<file path="src/hdl/assert_macros.svh">
// ----------------------------------------------------------------------------
// Assertion macros
// Shared concurrent assertion helpers for the note register writer.
// ----------------------------------------------------------------------------
`ifndef ASSERT_MACROS_SVH
`define ASSERT_MACROS_SVH

`ifndef SYNTHESIS
// General implication property, checked on every rising clock edge.
`define ASSERT_CLK(label, clk, rst, prop, msg) \
  label: assert property (@(posedge clk) disable iff (rst) prop) else $error(msg);
// Condition that must never be true.
`define ASSERT_NEVER(label, clk, rst, expr, msg) \
  label: assert property (@(posedge clk) disable iff (rst) !(expr)) else $error(msg);
`else
`define ASSERT_CLK(label, clk, rst, prop, msg)
`define ASSERT_NEVER(label, clk, rst, expr, msg)
`endif

`endif

</file>
<file path="src/hdl/onrw_pkg.sv">
// ----------------------------------------------------------------------------
// onrw_pkg
// Types, constants, tables and helper functions of the note register writer.
// ----------------------------------------------------------------------------
package onrw_pkg;

  localparam int NOTE_TABLE_SIZE  = 96;
  localparam int LOGICAL_CHANNELS = 4;
  localparam int QUEUE_DEPTH      = 2;

  // Only the first 96 entries of the period table exist.
  localparam int NOTE_SCAN = (NOTE_TABLE_SIZE < 96) ? NOTE_TABLE_SIZE : 96;
  localparam int NOTE_W    = $clog2(NOTE_SCAN);
  localparam int COUNT_W   = $clog2(NOTE_SCAN + 1);

  // Request and driver codes.
  localparam logic MODE_SET    = 1'b0;
  localparam logic MODE_STOP   = 1'b1;
  localparam logic VARIANT_INS = 1'b0;
  localparam logic VARIANT_ADL = 1'b1;

  // Chip register addresses and bits.
  localparam logic [7:0] ADDR_FNUM_LO = 8'hA0;
  localparam logic [7:0] ADDR_BLOCK   = 8'hB0;
  localparam logic [7:0] ADDR_RHYTHM  = 8'hBD;
  localparam logic [7:0] KEY_ON       = 8'h20;
  localparam logic [7:0] RHYTHM_RESET = 8'h20;
  localparam logic [3:0] VOICE_BASS   = 4'd6;
  localparam logic [3:0] VOICE_TOP    = 4'd10;
  localparam logic [3:0] VOICE_NINE   = 4'd9;
  localparam logic [3:0] VOICE_SEVEN  = 4'd7;
  localparam logic [3:0] VOICE_EIGHT  = 4'd8;

  localparam logic [11:0] PERIOD_TAB [96] = '{
    12'hEEE, 12'hE17, 12'hD4D, 12'hC8C, 12'hBD9, 12'hB2F, 12'hA8E, 12'h9F7,
    12'h967, 12'h8E0, 12'h861, 12'h7E8, 12'h777, 12'h70B, 12'h6A6, 12'h647,
    12'h5EC, 12'h597, 12'h547, 12'h4FB, 12'h4B3, 12'h470, 12'h430, 12'h3F4,
    12'h3BB, 12'h385, 12'h353, 12'h323, 12'h2F6, 12'h2CB, 12'h2A3, 12'h27D,
    12'h259, 12'h238, 12'h218, 12'h1FA, 12'h1DD, 12'h1C2, 12'h1A9, 12'h191,
    12'h17B, 12'h165, 12'h151, 12'h13E, 12'h12C, 12'h11C, 12'h10C, 12'h0FD,
    12'h0EE, 12'h0E1, 12'h0D4, 12'h0C8, 12'h0BD, 12'h0B2, 12'h0A8, 12'h09F,
    12'h096, 12'h08E, 12'h086, 12'h07E, 12'h077, 12'h070, 12'h06A, 12'h064,
    12'h05E, 12'h059, 12'h054, 12'h04F, 12'h04B, 12'h047, 12'h043, 12'h03F,
    12'h03B, 12'h038, 12'h035, 12'h032, 12'h02F, 12'h02C, 12'h02A, 12'h027,
    12'h025, 12'h023, 12'h021, 12'h01F, 12'h01D, 12'h01C, 12'h01A, 12'h019,
    12'h017, 12'h016, 12'h015, 12'h013, 12'h012, 12'h011, 12'h010, 12'h00F
  };

  localparam logic [9:0] FNUM_TAB [12] = '{
    10'h157, 10'h16C, 10'h181, 10'h198, 10'h1B1, 10'h1CB,
    10'h1E6, 10'h203, 10'h222, 10'h243, 10'h266, 10'h28A
  };

  typedef struct packed {
    logic        mode;
    logic [1:0]  channel;
    logic [14:0] period;
    logic        rhythm_mode;
    logic [3:0]  rhythm_voice;
    logic [7:0]  fixed_note;
  } req_t;

  typedef struct packed {
    logic [7:0] reg_addr;
    logic [7:0] reg_data;
    logic       last;
  } wr_t;

  // One classified event: up to two plain writes, then an optional rhythm write.
  typedef struct packed {
    logic [1:0] nw;
    logic [7:0] a0;
    logic [7:0] d0;
    logic [7:0] a1;
    logic [7:0] d1;
    logic       bd;
    logic       bd_set;
    logic [7:0] mask;
  } cmd_t;

  typedef struct packed {
    logic [4:0] q;
    logic [3:0] r;
  } div12_t;

  // Division by twelve through a reciprocal; exact for all 8-bit values.
  function automatic div12_t div12(input logic [7:0] v);
    logic [15:0] prod;
    div12_t      d;
    prod = 16'(v) * 16'd171;
    d.q  = prod[15:11];
    d.r  = 4'(v - 8'(d.q) * 8'd12);
    return d;
  endfunction

  // Percussion bit of a rhythm voice; voices above ten or below three have none.
  function automatic logic [7:0] perc_mask(input logic [3:0] voice);
    logic [10:0] oh;
    oh = '0;
    if (voice <= VOICE_TOP) begin
      oh = 11'(1) << (VOICE_TOP - voice);
    end
    return oh[7:0];
  endfunction

endpackage

</file>
<file path="src/hdl/onrw_front.sv">
// ----------------------------------------------------------------------------
// onrw_front
// Accepts note events, looks up the note and classifies each event into a
// command of register writes for the back end.
// ----------------------------------------------------------------------------
module onrw_front (
  input  logic                clk,
  input  logic                rst,
  input  logic                variant,
  input  logic                req_valid,
  output logic                req_stall,
  input  onrw_pkg::req_t      req,
  output logic                push,
  output onrw_pkg::cmd_t      cmd,
  input  logic                q_full
);

  logic                             s1_valid;
  onrw_pkg::req_t                   s1;
  logic [onrw_pkg::NOTE_SCAN-1:0]   s1_gt;
  onrw_pkg::div12_t                 s1_fd;

  logic [onrw_pkg::NOTE_SCAN-1:0]   gt;
  logic                             accept;
  logic                             drop;
  logic                             s1_move;

  logic [onrw_pkg::COUNT_W-1:0]     cnt;
  logic [onrw_pkg::COUNT_W-1:0]     probe;
  logic [onrw_pkg::NOTE_W-1:0]      n0;
  onrw_pkg::div12_t                 nd;
  logic [4:0]                       oct;
  logic [3:0]                       semi;
  logic [9:0]                       fnum;
  logic [7:0]                       blk;
  logic [3:0]                       voice;
  logic                             melodic;
  logic                             is_bass;
  logic [7:0]                       mask;

  // Period compares against every table entry; the table descends, so the
  // result is a thermometer code.
  always_comb begin
    for (int i = 0; i < onrw_pkg::NOTE_SCAN; i++) begin
      gt[i] = {3'b000, onrw_pkg::PERIOD_TAB[i]} > req.period;
    end
  end

  assign drop      = int'(s1.channel) >= onrw_pkg::LOGICAL_CHANNELS;
  assign s1_move   = s1_valid && (drop || !q_full);
  assign req_stall = s1_valid && !s1_move;
  assign accept    = req_valid && !req_stall;
  assign push      = s1_valid && !drop && !q_full;

  always_ff @(posedge clk) begin
    if (rst) begin
      s1_valid <= 1'b0;
    end else if (accept) begin
      s1_valid <= 1'b1;
    end else if (s1_move) begin
      s1_valid <= 1'b0;
    end
  end

  always_ff @(posedge clk) begin
    if (accept) begin
      s1    <= req;
      s1_gt <= gt;
      s1_fd <= onrw_pkg::div12(req.fixed_note);
    end
  end

  // Count of leading ones by binary search over the thermometer code.
  always_comb begin
    cnt   = '0;
    probe = '0;
    for (int j = onrw_pkg::COUNT_W - 1; j >= 0; j--) begin
      probe = cnt | onrw_pkg::COUNT_W'((1 << j) - 1);
      if (int'(probe) < onrw_pkg::NOTE_SCAN) begin
        if (s1_gt[probe]) begin
          cnt = cnt | onrw_pkg::COUNT_W'(1 << j);
        end
      end
    end
    if (int'(cnt) >= onrw_pkg::NOTE_SCAN) begin
      n0 = onrw_pkg::NOTE_W'(onrw_pkg::NOTE_SCAN - 1);
    end else begin
      n0 = cnt[onrw_pkg::NOTE_W-1:0];
    end
  end

  always_comb begin
    nd      = onrw_pkg::div12(8'(n0));
    melodic = !s1.rhythm_mode;
    is_bass = s1.rhythm_voice == onrw_pkg::VOICE_BASS;
    mask    = onrw_pkg::perc_mask(s1.rhythm_voice);

    oct   = nd.q;
    semi  = nd.r;
    voice = {2'b00, s1.channel};
    if (variant == onrw_pkg::VARIANT_INS) begin
      if (!melodic) begin
        oct   = '0;
        voice = onrw_pkg::VOICE_BASS;
      end
    end else begin
      // Variant two uses a set fixed note, else doubles the octave step.
      if (s1.fixed_note != 8'd0) begin
        oct  = s1_fd.q;
        semi = s1_fd.r;
      end else begin
        oct = 5'(nd.q << 1);
      end
      if (!melodic) begin
        priority if (s1.rhythm_voice == onrw_pkg::VOICE_NINE) begin
          voice = onrw_pkg::VOICE_EIGHT;
        end else if (s1.rhythm_voice == onrw_pkg::VOICE_TOP) begin
          voice = onrw_pkg::VOICE_SEVEN;
        end else begin
          voice = s1.rhythm_voice;
        end
      end
    end

    fnum = onrw_pkg::FNUM_TAB[semi];
    blk  = {1'b0, oct, 2'b00} | {6'b0, fnum[9:8]};
    if (melodic) begin
      blk = blk | onrw_pkg::KEY_ON;
    end

    cmd.a0     = onrw_pkg::ADDR_FNUM_LO | {4'h0, voice};
    cmd.d0     = fnum[7:0];
    cmd.a1     = onrw_pkg::ADDR_BLOCK | {4'h0, voice};
    cmd.d1     = blk;
    cmd.nw     = 2'd2;
    cmd.bd     = !melodic;
    cmd.bd_set = 1'b1;
    cmd.mask   = mask;

    if (s1.mode == onrw_pkg::MODE_STOP) begin
      cmd.bd_set = 1'b0;
      cmd.d0     = 8'h00;
      if (melodic) begin
        cmd.nw = 2'd1;
        cmd.a0 = onrw_pkg::ADDR_BLOCK | {6'h00, s1.channel};
      end else begin
        cmd.nw = is_bass ? 2'd1 : 2'd0;
        cmd.a0 = onrw_pkg::ADDR_BLOCK | {4'h0, onrw_pkg::VOICE_BASS};
      end
    end else if (variant == onrw_pkg::VARIANT_INS && !melodic && !is_bass) begin
      cmd.nw = 2'd0;
    end
  end

endmodule

</file>
<file path="src/hdl/onrw_queue.sv">
// ----------------------------------------------------------------------------
// onrw_queue
// Short command queue between the classifying front and the write sequencer.
// ----------------------------------------------------------------------------
`include "assert_macros.svh"

module onrw_queue #(
  parameter int DEPTH = onrw_pkg::QUEUE_DEPTH
) (
  input  logic            clk,
  input  logic            rst,
  input  logic            push,
  input  onrw_pkg::cmd_t  push_cmd,
  output logic            full,
  input  logic            pop,
  output onrw_pkg::cmd_t  head,
  output logic            empty
);

  localparam int PW = (DEPTH > 1) ? $clog2(DEPTH) : 1;
  localparam int CW = $clog2(DEPTH + 1);

  onrw_pkg::cmd_t mem [DEPTH];
  logic [PW-1:0]  wr_ptr;
  logic [PW-1:0]  rd_ptr;
  logic [CW-1:0]  count;

  assign full  = count == CW'(DEPTH);
  assign empty = count == '0;
  assign head  = mem[rd_ptr];

  always_ff @(posedge clk) begin
    if (push) begin
      mem[wr_ptr] <= push_cmd;
    end
  end

  always_ff @(posedge clk) begin
    if (rst) begin
      wr_ptr <= '0;
      rd_ptr <= '0;
      count  <= '0;
    end else begin
      if (push) begin
        wr_ptr <= (wr_ptr == PW'(DEPTH - 1)) ? '0 : wr_ptr + PW'(1);
      end
      if (pop) begin
        rd_ptr <= (rd_ptr == PW'(DEPTH - 1)) ? '0 : rd_ptr + PW'(1);
      end
      if (push && !pop) begin
        count <= count + CW'(1);
      end else if (pop && !push) begin
        count <= count - CW'(1);
      end
    end
  end

  `ASSERT_NEVER(a_push_full, clk, rst, push && full, "queue written while full")
  `ASSERT_NEVER(a_pop_empty, clk, rst, pop && empty, "queue read while empty")
  `ASSERT_CLK(a_count_up, clk, rst, (push && !pop) |=> (count == $past(count) + CW'(1)), "queue count did not grow")

endmodule

</file>
<file path="src/hdl/onrw_back.sv">
// ----------------------------------------------------------------------------
// onrw_back
// Sequences the register writes of each command, keeps the rhythm register
// and holds the output write register.
// ----------------------------------------------------------------------------
`include "assert_macros.svh"

module onrw_back (
  input  logic            clk,
  input  logic            rst,
  input  onrw_pkg::cmd_t  head,
  input  logic            empty,
  output logic            pop,
  output logic            wr_valid,
  input  logic            wr_stall,
  output onrw_pkg::wr_t   wr
);

  logic [1:0] idx;
  logic [7:0] rr;
  logic       out_is_bd;

  logic       load;
  logic [1:0] total;
  logic       ld_last;
  logic       ld_bd;
  logic [7:0] rr_next;

  assign load    = !empty && (!wr_valid || !wr_stall);
  assign total   = head.nw + {1'b0, head.bd};
  assign ld_last = idx == (total - 2'd1);
  assign ld_bd   = head.bd && (idx == head.nw);
  assign rr_next = head.bd_set ? (rr | head.mask) : (rr & ~head.mask);
  assign pop     = load && ld_last;

  always_ff @(posedge clk) begin
    if (rst) begin
      wr_valid <= 1'b0;
      idx      <= '0;
      rr       <= onrw_pkg::RHYTHM_RESET;
    end else begin
      if (load) begin
        wr_valid <= 1'b1;
        idx      <= ld_last ? 2'd0 : idx + 2'd1;
        if (ld_bd) begin
          rr <= rr_next;
        end
      end else if (!wr_stall) begin
        wr_valid <= 1'b0;
      end
    end
  end

  always_ff @(posedge clk) begin
    if (load) begin
      out_is_bd <= ld_bd;
      wr.last   <= ld_last;
      if (ld_bd) begin
        wr.reg_addr <= onrw_pkg::ADDR_RHYTHM;
        wr.reg_data <= rr_next;
      end else if (idx == 2'd0) begin
        wr.reg_addr <= head.a0;
        wr.reg_data <= head.d0;
      end else begin
        wr.reg_addr <= head.a1;
        wr.reg_data <= head.d1;
      end
    end
  end

  `ASSERT_NEVER(a_idx_range, clk, rst, !empty && (idx >= total), "write index beyond command")
  `ASSERT_CLK(a_bd_data, clk, rst, (wr_valid && out_is_bd) |-> (wr.reg_data == rr), "rhythm write does not match kept register")
  `ASSERT_CLK(a_last_wraps, clk, rst, (load && ld_last) |=> (idx == 2'd0), "write index not cleared after last write")

endmodule

</file>
<file path="src/hdl/opl_note_register_writer.sv">
// ----------------------------------------------------------------------------
// opl_note_register_writer
// Turns note events into FM-chip register writes (address, data, last).
//
//   Channel  Direction  Handshake              Payload
//   req      in         req_valid / req_stall  onrw_pkg::req_t
//   wr       out        wr_valid / wr_stall    onrw_pkg::wr_t
//   cfg      in         cfg_we                 cfg_data (driver variant)
//
// An accepted event is registered in the front, then pushed into the command
// queue, and its first write is registered onto wr; the front takes a new
// event every cycle while the queue has room.
// The back end issues one register write per cycle while wr does not stall;
// an event carries one to three writes, whose count sets the sustained rate.
// Reset is synchronous; there is no clearing pass after it.
// The output register parts both sides: a stall on wr holds the write and
// backs up the queue, then the front.
// ----------------------------------------------------------------------------
module opl_note_register_writer #(
  parameter int QUEUE_DEPTH = onrw_pkg::QUEUE_DEPTH
) (
  input  logic            clk,
  input  logic            rst,
  input  logic            cfg_we,
  input  logic            cfg_data,
  input  logic            req_valid,
  output logic            req_stall,
  input  onrw_pkg::req_t  req,
  output logic            wr_valid,
  input  logic            wr_stall,
  output onrw_pkg::wr_t   wr
);

  logic           variant;
  logic           push;
  onrw_pkg::cmd_t push_cmd;
  logic           q_full;
  logic           pop;
  onrw_pkg::cmd_t head;
  logic           q_empty;

  always_ff @(posedge clk) begin
    if (rst) begin
      variant <= onrw_pkg::VARIANT_INS;
    end else if (cfg_we) begin
      variant <= cfg_data;
    end
  end

  onrw_front u_front (
    .clk       (clk),
    .rst       (rst),
    .variant   (variant),
    .req_valid (req_valid),
    .req_stall (req_stall),
    .req       (req),
    .push      (push),
    .cmd       (push_cmd),
    .q_full    (q_full)
  );

  onrw_queue #(
    .DEPTH (QUEUE_DEPTH)
  ) u_queue (
    .clk      (clk),
    .rst      (rst),
    .push     (push),
    .push_cmd (push_cmd),
    .full     (q_full),
    .pop      (pop),
    .head     (head),
    .empty    (q_empty)
  );

  onrw_back u_back (
    .clk      (clk),
    .rst      (rst),
    .head     (head),
    .empty    (q_empty),
    .pop      (pop),
    .wr_valid (wr_valid),
    .wr_stall (wr_stall),
    .wr       (wr)
  );

endmodule

</file>
<file path="config.mk">
export PLATFORM = sky130hd
export DESIGN_NAME = opl_note_register_writer
export DESIGN_NICKNAME = d
export VERILOG_FILES = /design/src/hdl/onrw_pkg.sv /design/src/hdl/onrw_front.sv /design/src/hdl/onrw_queue.sv /design/src/hdl/onrw_back.sv /design/src/hdl/opl_note_register_writer.sv
export VERILOG_INCLUDE_DIRS = /design/src /design/src/hdl
export SDC_FILE = /design/constraint.sdc
export NUM_CORES = 1
export LEC_CHECK = 0
export BUFFER_PORTS_ARGS = -buffer_cell sky130_fd_sc_hd__buf_4
export CORE_MARGIN = 2
export CORE_UTILIZATION = 68
export DETAILED_ROUTE_END_ITERATION = 12
export PLACE_DENSITY = 0.87
export SKIP_CTS_REPAIR_TIMING = 1
export SYNTH_ARGS = -nofsm -noshare
export SYNTH_HDL_FRONTEND = slang
export SYNTH_HIERARCHICAL = 1
export SYNTH_SLANG_ARGS = --single-unit
export TNS_END_PERCENT = 1
</file>
<file path="constraint.sdc">
create_clock -name clk -period 19.7 [get_ports clk]
set_input_delay 4.925 -clock clk [delete_from_list [all_inputs] [get_ports clk]]
set_output_delay 4.925 -clock clk [all_outputs]
set_load 0.05 [all_outputs]
</file>
==> flow_summary.json <==
{
  "gp_congestion": 1.003,
  "gr-usage-met3_pct": 5.291,
  "hpwl_um": 27750,
  "setup_violations": 0,
  "critPathLaunchType": "flop",
  "final.period_utilization_pct": 46.76,
  "drc_errors": 0,
  "nets": 1453,
  "dp.cells": 1555,
  "antenna_cells": 0,
  "cts_sinks": 242,
  "grt_max_degree": 86,
  "ys_ff_latch": 242,
  "drive_above_1_share_pct": 13.56,
  "max_stage_delay_ns": 0.63,
  "fp.coreArea_sq_mm": 0.02089,
  "cts_tree": "built",
  "vias_per_cell": 6.805,
  "drt_first_pass_iters": 6,
  "hold_path.class": "reg2reg",
  "die_y_um": 149.3,
  "yosysWarningCount": 6,
  "cp_max_fo": 19,
  "maxSlewViolCount": 0,
  "crit_top_cell": "inv_1",
  "fillCellCount": 1338,
  "final_cells": 1602,
  "root_buffer": "clkbuf_16",
  "grt_pass1_wl_um": 61310,
  "wl_um": 40250,
  "tns_ns": 0,
  "syn2layout_area_growth_pct": 9.119,
  "holdWs_ns": 0.4777,
  "grtUsageMet2_pct": 60.34,
  "p_leak_nw": 6.313,
  "initial_core_util_pct": 68.77,
  "num_io_pins": 56,
  "max_freq_mhz": 108.6,
  "cp_top_family": "simple AND/OR/NAND/NOR gates",
  "cpMaxStageDelayCell": "mux2i_1",
  "synthFlopType": "edfxtp_1",
  "use_met1_pct": 47.92,
  "wl_per_cell_um": 25.12,
  "syn_area_sq_mm": 0.01437,
  "async_flop_share_pct": 0,
  "syn_inst": 1287,
  "cp.required_ns": 19.97,
  "portBuffers": 55,
  "grt_busiest_layer": "met2",
  "synth_edf_count": 224,
  "finalCriticalPeriod_ns": 9.211,
  "p_per_area_mw_per_mm2": 134.0,
  "grt_use_total_pct": 36.46,
  "seq_area_frac_synth_pct": 49.33,
  "cp.arrival_ns": 9.48,
  "htreeDepth": 1,
  "skew_ns": 0.01606,
  "vias": 10900,
  "total_power_mw": 2.101,
  "final_area_sq_mm": 0.01568,
  "drt_iter0_markers": 1405,
  "cp.buffers_inverters": 6,
  "hold_viol_final": 0,
  "cts_buffers": 26,
  "ant_nets": 0,
  "dieArea_sq_mm": 0.02230,
  "relSlewSlack_pct": 23.46,
  "clock_path_buffers": 3,
  "worst_pin_slew_ns": 1.146,
  "vdd_drop_max_v": 0.0001012,
  "yosysUniqueCellTypes": 83,
  "dieWidth_um": 149.3,
  "status": "complete, no violations",
  "drv_cap": 0,
  "clk_pin_slew_ns": 0.06,
  "grt_pass1_vias": 10710,
  "rsz0062_at_grt": "false",
  "antenna_found_initial": 1,
  "path_class": "reg2reg",
  "place_area_sq_mm": 0.01484,
  "clkLatencyLatePin_ns": 0.52,
  "grt_overflow_total": 0,
  "rows": 53,
  "worst_setup_path_end_kind": "flop",
  "syn_avg_cell_area_sq_um": 11.16
}
logic make-up (layout without fill, tap and decap cells):
group / Yosys count / count (layout) / synth area share (%)
AND/OR/NAND/NOR: 396 / 396 / 13.34
AO/OA/AOI/OAI: 254 / 254 / 11.79
flip-flops: 242 / 242 / 49.33
buffers and inverters: 152 / 185 / 4.677
multiplexers: 114 / 114 / 8.832
adder cells (fa/ha/maj): 108 / 108 / 10.50
XOR/XNOR: 19 / 19 / 1.472
other: 2 / 9 / 0.05228
through the flow:
step | util [%] | worst slack [ns]
after floorplan | - | 9.002
after global placement | 71.06 | 10.71
after detailed placement | 71.06 | 10.57
after CTS | 75.04 | 10.66
after global routing | 75.04 | 9.903
final | 75.04 | 10.49
power by group:
group / switching [mW] / internal, mW
sequential: 0.0389 / 0.693
combinational: 0.554 / 0.345
clock: 0.193 / 0.277
placed cells by master (no fill, tap or decap), drive strengths merged, types with 11 or more instances in the layout:
cell,Yosys,layout
nand4,18,18
mux2,46,46
edfxtp,224,224
nor2,99,99
nand2b,22,22
dfxtp,18,18
fa,21,21
buf,32,65
xnor2,11,11
a31oi,12,12
inv,72,73
clkinv,1,12
nor3,30,30
nand2,111,111
nand3,33,33
and2,23,23
nor4,14,14
a21oi,72,72
clkbuf,47,33
nor2b,13,13
ha,87,87
mux2i,63,63
o21a,11,11
o21ai,53,53
a211oi,16,16
cells in the mapped netlist (all sizes together) (6+ instances only):
| library cell | n | share of area (%) |
|---|---|---|
| a211oi | 16 | 0.87 |
| a21boi | 10 | 0.52 |
| a21o | 10 | 0.52 |
| a21oi | 72 | 2.5 |
| a22o | 6 | 0.37 |
| a31oi | 12 | 0.52 |
| a41oi | 6 | 0.42 |
| and2 | 23 | 1.0 |
| and3 | 10 | 0.44 |
| buf | 32 | 1.5 |
| clkbuf | 47 | 1.2 |
| dfxtp | 18 | 2.5 |
| edfxtp | 224 | 47 |
| fa | 21 | 2.9 |
| ha | 87 | 7.6 |
| inv | 72 | 1.9 |
| mux2 | 46 | 3.6 |
| mux2i | 63 | 4.4 |
| nand2 | 111 | 2.9 |
| nand2b | 22 | 0.96 |
| nand3 | 33 | 1.1 |
| nand4 | 18 | 0.78 |
| nor2 | 99 | 2.7 |
| nor2b | 13 | 0.57 |
| nor3 | 30 | 1.0 |
| nor4 | 14 | 0.65 |
| o211ai | 7 | 0.37 |
| o21a | 11 | 0.57 |
| o21ai | 53 | 1.8 |
| o31ai | 7 | 0.40 |
| or2 | 6 | 0.26 |
| or3 | 7 | 0.30 |
| xnor2 | 11 | 0.78 |
| xor2 | 6 | 0.37 |
flip-flops by register name, indices dropped and copies added, names as in the netlist, named ones only:
name              flops
u_back/idx            2
u_back/rr             8
u_back/wr            17
u_back/wr_valid       1
u_front/cmd           1
u_front/s1           15
u_front/s1_fd         7
u_front/s1_gt        96
u_front/s1_valid      1
u_queue/count         2
u_queue/mem          88
u_queue/rd_ptr        1
u_queue/wr_ptr        1
variant               1
final cells by class:
| cell class | count | area (sq um) | area share, % |
|---|---|---|---|
| Clock buffer | 33 | 696.9 | 4.446 |
| Timing Repair Buffer | 65 | 488.0 | 3.113 |
| Sequential cell | 242 | 7088 | 45.22 |
| Multi-Input combinational cell | 900 | 6649 | 42.42 |
| Inverter | 73 | 274.0 | 1.748 |
| Clock inverter | 14 | 135.1 | 0.8621 |
| Tap cell | 275 | 344.1 | 2.195 |
metal layers:
| layer | vias to the layer above | routed length, um |
|---|---|---|
| met5 | - | 0 |
| met4 | 0 | 2186 |
| met3 | 148 | 3546 |
| met2 | 699 | 19390 |
| met1 | 5283 | 15120 |
| li1 | 4771 | - |
worst reg2reg max path, delay by kind of cell (launching register included):
| family | cells | cell delay (ns) |
|---|---|---|
| AO/OA/AOI/OAI | 8 | 1.97 |
| XOR/XNOR | 3 | 0.73 |
| adder cells (fa/ha/maj) | 6 | 1.92 |
| buffers and inverters | 6 | 0.66 |
| flip-flops | 1 | 0.58 |
| multiplexers | 2 | 0.88 |
| AND/OR/NAND/NOR | 6 | 2.24 |
worst paths after layout:
check	start	to	slack, ns	cells past startpoint
setup / recovery	u_front/s1_gt[63]$_DFFE_PP_	u_queue/mem[0][29]$_DFFE_PP_	10.49	31
hold / removal	u_back/wr_valid$_SDFFE_PP0P_	u_back/wr_valid$_SDFFE_PP0P_	0.48	2
setup reg to reg	u_front/s1_gt[63]$_DFFE_PP_	u_queue/mem[0][29]$_DFFE_PP_	10.49	31
hold reg to reg	u_back/wr_valid$_SDFFE_PP0P_	u_back/wr_valid$_SDFFE_PP0P_	0.48	2
(Power assumes the default switching activity.)
